<file path="src/rtl/cbcr_pipe.sv">
// stalling pipeline register slice used as the output register
module cbcr_pipe #(
    parameter int unsigned WIDTH = 8
) (
    input  logic             i_clk,
    input  logic             i_rst_n,
    input  logic             i_en,
    input  logic             i_valid,
    input  logic [WIDTH-1:0] i_data,
    output logic             o_valid,
    output logic [WIDTH-1:0] o_data
);

    logic             r_valid;
    logic [WIDTH-1:0] r_data;

    always_ff @(posedge i_clk) begin
        if (!i_rst_n) begin
            r_valid <= 1'b0;
        end else if (i_en) begin
            r_valid <= i_valid;
        end
    end

    always_ff @(posedge i_clk) begin
        if (i_en) begin
            r_data <= i_data;
        end
    end

    assign o_valid = r_valid;
    assign o_data  = r_data;

endmodule

</file>
<file path="config.mk">
export PLATFORM = sky130hd
export DESIGN_NAME = cbcr_pipe
export DESIGN_NICKNAME = d
export VERILOG_FILES = /design/src/rtl/cbcr_pipe.sv
export SDC_FILE = /design/constraint.sdc
export NUM_CORES = 1
export LEC_CHECK = 0
export BUFFER_PORTS_ARGS = -buffer_cell sky130_fd_sc_hd__buf_2
export CAP_MARGIN = 20
export CORE_AREA = 4 4 41 43
export DETAILED_ROUTE_END_ITERATION = 12
export DIE_AREA = 0 0 45 47
export PLACE_DENSITY = 0.53
export SYNTH_ARGS = -nofsm -noshare
export SYNTH_HDL_FRONTEND = slang
export SYNTH_SLANG_ARGS = --single-unit
</file>
<file path="constraint.sdc">
create_clock -name i_clk -period 0.8 [get_ports i_clk]
set_input_delay 0.16 -clock i_clk [delete_from_list [all_inputs] [get_ports i_clk]]
set_output_delay 0.16 -clock i_clk [all_outputs]
set_load 0.005 [all_outputs]
</file>
==> insert_results.sql, run 1 <==
INSERT INTO impl_metrics (metric_group, metric, value, unit) VALUES
('global_route', 'grt_util_all_layers', '6.33', '%'),
('global_route', 'vias_in_the_first_global_route', '193', ''),
('floorplan', 'die-area', '0.00212', 'mm^2'),
('global_route', 'largest_net_degree_at_the_start_of_global_routing', '10', ''),
('yosys', 'yosys_most_used_dff', 'edfxtp_1', ''),
('sta', 'fin_worst_skew', '0', 'ps'),
('sta', 'fmax', '1100', 'MHz'),
('sta', 'period_share', '114', '%'),
('job', 'drv_cap', '0', ''),
('placement', 'placed_area', '395', 'um^2'),
('sta', 'final_setup_viols', '9', ''),
('floorplan', 'initial_core_util', '21.2', '%'),
('detailed_routing', 'routed_wl', '503', 'um'),
('global_route', 'initial_antenna_violation_count', '0', ''),
('worst_setup_path', 'cpMaxStageDelayCell', 'edfxtp_1', ''),
('worst_setup_path', 'worstPathCellList', 'buf_2', ''),
('outcome', 'outcome', 'complete, but fails checks', ''),
('sta', 'worst-slew-pin-transition', '196', 'ps'),
('yosys', 'syn_inst', '11', ''),
('yosys', 'yosys_warn_count', '0', ''),
('yosys', 'postSynthNetCount', '23', ''),
('finish', 'layout.core_utilization', '32.5', '%'),
('detailed_routing', 'initialDrtViolationCount', '1', ''),
('floorplan', 'floorplan.io_pins', '21', ''),
('cts', 'cts.htree.levels', '1', ''),
('yosys', 'yosysTopAreaCellShare', '86.9', '%'),
('worst_setup_path', 'setup.worst_path.end_class', 'output pin', ''),
('worst_setup_path', 'worstPathArrival', '750', 'ps'),
('yosys', 'synth_common_cells', '8 x edfxtp_1, 1 x dfxtp_1, 1 x mux2i_1, 1 x nor2b_1', ''),
('sta', 'grt_setup_unrepaired', 'yes', ''),
('detailed_routing', 'antenna_violating_nets_post_route', '0', ''),
('power', 'design_power_total', '0.000959', 'W'),
('detailed_routing', 'route.detailed.drc', '0', ''),
('global_route', 'grt_first_pass_wirelength', '876', 'um'),
('floorplan', 'die-height', '47', 'um'),
('sta', 'hold_violation_count_in_the_final_report', '0', ''),
('worst_setup_path', 'timing.critical_path.required', '640', 'ps'),
('floorplan', 'chipWidth', '45', 'um'),
('cts', 'tritoncts_clock_tree', 'built', ''),
('sta', 'max_slew_headroom', '86.9', '%'),
('sta', 'post-route-min-period', '911', 'ps'),
('outcome', 'failed_checks', 'negative setup slack', ''),
('worst_setup_path', 'cp.buffers_inverters', '1', ''),
('detailed_routing', 'drt-pass1-iter-count', '2', ''),
('detailed_routing', 'detail_route.vias_per_cell', '3.60', ''),
('yosys', 'yosysUniqueCellTypes', '4', ''),
('sta', 'timing.final.max_slew_violations', '0', ''),
('cts', 'clockBufferDepth', '2', ''),
('sta', 'slack_of_the_critical_path', '-111', 'ps'),
('cts', 'holdBufCountCts', '0', ''),
('cts', 'worst_setup_hold_path_clk_slew', '60', 'ps'),
('hold_path', 'worstHoldStart', 'i_data[4]', ''),
('yosys', 'seq_area_frac_synth', '94.1', '%'),
('cts', 'cts_buffers', '3', ''),
('floorplan', 'floorplan.rows', '13', ''),
('worst_setup_path', 'startpoint_type', 'register', ''),
('worst_setup_path', 'critical_path_class', 'reg -> out', ''),
('finish', 'flow.area_growth_from_synthesis', '52.9', '%'),
('finish', 'area.sequential', '262', 'um^2'),
('yosys', 'syn_area', '277', 'um^2'),
('cts', 'post_cts_buffers', '0', ''),
('worst_setup_path', 'worst_r2r_startpoint', 'o_valid', ''),
('worst_setup_path', 'worst_path_dominant_cell_family', 'flip-flops', ''),
('worst_setup_path', 'max_stage_delay', '360', 'ps'),
('placement', 'portBuffers', '20', ''),
('cts', 'root_buffer', 'clkbuf_4', ''),
('cts', 'ctsResizeCount', '1', ''),
('worst_setup_path', 'path_max_fanout', '1', ''),
('finish', 'antenna-diode-count', '0', ''),
('hold_path', 'hold_path_class', 'in -> reg', ''),
('finish', 'final_cell_area', '423', 'um^2');
==> state kept, by name, summed over array words and instances (netlist names) <==
signal,count
o_data,8
o_valid,1
==> where the power goes <==
part           switching (W)  total [W]  internal (W)
clock               0.000133   0.000324      0.000191
combinational      0.0000317  0.0000757     0.0000440
sequential        0.00000800   0.000560      0.000552
==> cell type report <==
class	instances	area share (%)
multi-input cells	2	3.85
repair buffers	20	23.7
well taps	15	4.44
flip-flops and latches	9	61.8
clock buffers	4	6.21
==> cell usage in the layout, fill, tap and decap left out, drive strengths merged <==
| cell | n |
|---|---|
| edfxtp | 8 |
| buf | 20 |
| dfxtp | 1 |
| nor2b | 1 |
| clkbuf | 4 |
| mux2i | 1 |
==> routing by layer <==
metal	wire, um	global-route usage, %	vias up
met5	0	0	-
met4	0	7.02	0
met3	77	2.68	0
met2	245	9.04	13
met1	180	6.62	77
li1	-	-	90
==> final timing paths <==
check | end | slack [ps] | cells after the start
setup / recovery | o_data[1] | -110 | 1
hold reg to reg | o_valid | 500 | 2
hold / removal | o_data[4] | 80 | 1
setup reg to reg | o_valid | 210 | 2
==> logic make-up after synthesis <==
kind of cell,count (synthesis),synth area share [%]
DFF,9,94.1
muxes,1,3.62
and+or+nand+nor,1,2.26
==> metrics by stage <==
stage	hold slack, ps	setup TNS [ps]	worst slack, ps	instances
after floorplan	259	0	227	11
after global placement	338	0	72.1	46
after detailed placement	338	0	54.8	46
after CTS	71.5	-933	-134	50
after global routing	65.9	-1200	-152	50
final	83.6	-771	-111	50
(Power assumes the default switching activity.)
==> inputs of run 2 (changes only) <==
--- a/config.mk
+++ b/config.mk
@@ -10,6 +10,7 @@
 export CORE_AREA = 4 4 41 43
 export DETAILED_ROUTE_END_ITERATION = 12
 export DIE_AREA = 0 0 45 47
+export HOLD_SLACK_MARGIN = 0.15
 export PLACE_DENSITY = 0.53
 export SYNTH_ARGS = -nofsm -noshare
 export SYNTH_HDL_FRONTEND = slang
==> run 2 against run 1 <==
Compared with the run above:
- the flow still finishes with violations (negative setup slack)
- non-clock buffer count is 7 higher
- clock power is 1% lower
- register-to-register slack hardly changed
- utilization is 6.9 points higher
- cell area is 21% higher
- global-route usage is 0.88 points higher
- die area stayed put
- final cell count is 14% higher
- critical path type unchanged
- highest routed layer unchanged
==> insert_results.sql, run 2 (synthesized netlist as in run 1, its figures left out) <==
INSERT INTO impl_metrics (metric_group, metric, value, unit) VALUES
('outcome', 'outcome', 'complete, but fails checks', ''),
('outcome', 'failed_checks', 'negative setup slack', ''),
('cts', 'root_buffer', 'clkbuf_4', ''),
('hold_path', 'worstHoldStart', 'i_valid', ''),
('floorplan', 'core_region_area', '0.00130', 'mm^2'),
('worst_setup_path', 'worstRegToRegCells', '2', ''),
('global_route', 'grt_util_all_layers', '7.21', '%'),
('finish', 'flow.area_growth_from_synthesis', '85.5', '%'),
('worst_setup_path', 'max_stage_delay', '360', 'ps'),
('hold_path', 'min_delay_path_depth', '3', ''),
('sta', 'fmax', '1100', 'MHz'),
('detailed_routing', 'antenna_violating_nets_post_route', '0', ''),
('detailed_routing', 'detail_route.vias_per_cell', '3.58', ''),
('placement', 'place_inst', '46', ''),
('finish', 'layout.cells.most_common', 'buf_2', ''),
('worst_setup_path', 'worst_r2r_startpoint', 'o_valid', ''),
('global_route', 'grt_util_met3', '2.68', '%'),
('finish', 'layout.core_utilization', '39.4', '%'),
('sta', 'slack_of_the_critical_path', '-113', 'ps'),
('detailed_routing', 'drt-pass1-iter-count', '2', ''),
('worst_setup_path', 'cpMaxStageDelayCell', 'edfxtp_1', ''),
('worst_setup_path', 'worstPathCellList', 'buf_2', ''),
('global_route', 'initial_antenna_violation_count', '0', ''),
('cts', 'cts.htree.levels', '1', ''),
('finish', 'stdcell_count', '57', ''),
('sta', 'final_setup_viols', '10', ''),
('worst_setup_path', 'crit-reg2reg-capture', 'o_valid', ''),
('power', 'peak_supply_drop', '0.000953', 'V'),
('finish', 'largest_reg_flops', '8', ''),
('sta', 'hold_slack', '169', 'ps'),
('global_route', 'vias_in_the_first_global_route', '235', ''),
('detailed_routing', 'routed_wl', '586', 'um'),
('floorplan', 'chipWidth', '45', 'um'),
('worst_setup_path', 'worstPathArrival', '750', 'ps'),
('cts', 'cts_buffers', '3', ''),
('worst_setup_path', 'critical_path_class', 'reg -> out', ''),
('detailed_routing', 'route.detailed.drc', '0', ''),
('cts', 'worst_skew_pair.late_latency', '250', 'ps'),
('cts', 'tritoncts_clock_tree', 'built', ''),
('worst_setup_path', 'path_max_fanout', '1', ''),
('cts', 'clockBufferDepth', '2', ''),
('power', 'power.leakage', '0.255', 'nW'),
('floorplan', 'floorplan.io_pins', '21', ''),
('sta', 'timing.setup.tns', '-747', 'ps'),
('worst_setup_path', 'setup.worst_path.end_class', 'output pin', ''),
('detailed_routing', 'route.vias.total', '204', ''),
('sta', 'hold_violation_count_in_the_final_report', '0', ''),
('detailed_routing', 'post_drt_wl_per_cell', '10.3', 'um'),
('floorplan', 'initial_core_util', '21.2', '%'),
('placement', 'worst_slack_after_detailed_placement', '54.8', 'ps'),
('global_route', 'grt.busiest_layer', 'met2', ''),
('worst_setup_path', 'cp.buffers_inverters', '1', ''),
('hold_path', 'hold_path_class', 'in -> reg', ''),
('sta', 'period_share', '114', '%'),
('sta', 'post-route-min-period', '913', 'ps'),
('cts', 'clkSinkCount', '9', ''),
('sta', 'fin_worst_skew', '0', 'ps'),
('finish', 'antenna-diode-count', '0', ''),
('worst_setup_path', 'worst_path_dominant_cell_family', 'flip-flops', ''),
('worst_setup_path', 'startpoint_type', 'register', ''),
('worst_setup_path', 'timing.critical_path.required', '640', 'ps'),
('sta', 'timing.final.max_slew_violations', '0', ''),
('hold_path', 'min_to', 'o_valid', ''),
('global_route', 'use_met2', '10.7', '%'),
('detailed_routing', 'initialDrtViolationCount', '1', ''),
('sta', 'worst-slew-pin-transition', '199', 'ps'),
('finish', 'final_net_count', '55', ''),
('placement', 'portBuffers', '20', ''),
('floorplan', 'die-height', '47', 'um'),
('floorplan', 'die-area', '0.00212', 'mm^2'),
('global_route', 'largest_net_degree_at_the_start_of_global_routing', '10', ''),
('sta', 'grt_setup_unrepaired', 'yes', ''),
('global_route', 'use_met1', '7.80', '%'),
('sta', 'max_slew_headroom', '86.7', '%'),
('global_route', 'grt_first_pass_wirelength', '1010', 'um'),
('floorplan', 'floorplan.rows', '13', ''),
('placement', 'gp_routability_congestion', '0.580', ''),
('power', 'power-per-cell-area', '1930', 'mW/mm^2'),
('finish', 'layout.cells.most_common_list', '18 x buf_2, 8 x edfxtp_1, 5 x dlygate4sd3_1', ''),
('cts', 'worst_setup_hold_path_clk_slew', '60', 'ps'),
('cts', 'post_cts_buffers', '0', ''),
('job', 'drv_cap', '0', ''),
('worst_setup_path', 'reg2reg_setup_slack', '210', 'ps'),
('global_route', 'overflow', '0', ''),
('finish', 'final_layout_size_suffix_gt1_share', '52.4', '%');
## run 2: cell count changes in the layout (fill, tap and decap cells not counted), sizes merged
cell          change
buf               -2
dlygate4sd3       +5
dlymetal6s4s      +4
## run 2: what timing repair did
item | CTS | global route
hold buffers | 9 | 0
resized for setup | 1 | 4
endpoints found under the hold margin | 9 | 0
pin swaps | 0 | 0
cloned | 0 | 0
endpoints found under the setup margin | 9 | 15
## run 2: how the worst max path moves through the flow
stage	from	to	slack [ps]	cells past startpoint
global placement	i_en	o_valid	70	3
detailed placement	i_en	o_valid	50	3
finish	o_data[1]	o_data[1]	-110	1
CTS	o_data[1]	o_data[1]	-130	1
floorplan	o_valid	o_valid	230	2
global route	o_data[1]	o_data[1]	-150	1
## run 2: area by class of cell
type                            count  area (um^2)
Tap cell                           15         18.8
Fill cell                         138          788
Clock buffer                        4         26.3
Timing Repair Buffer               27          190
Sequential cell                     9          262
Multi-Input combinational cell      2         16.3
## run 2: layer usage
metal	wire [um]	share of wire (%)
met5	0	0
met4	0	0
met3	69	12
met1	207	35
met2	308	53
## run 2: through the flow
stage	cell area [um^2]	total power, W
finish	513	0.000990
global route	513	0.00106
CTS	513	0.00102
detailed placement	395	0.000648
global placement	395	0.000644
floorplan	277	0.000581
## run 2: power by group
part	switching [W]	internal (W)	leakage [nW]	total, W
clock network	0.000130	0.000190	0.0150	0.000320
logic	0.0000371	0.0000729	0.153	0.000110
registers	0.00000780	0.000552	0.0869	0.000560
total	0.000175	0.000815	0.255	0.000990
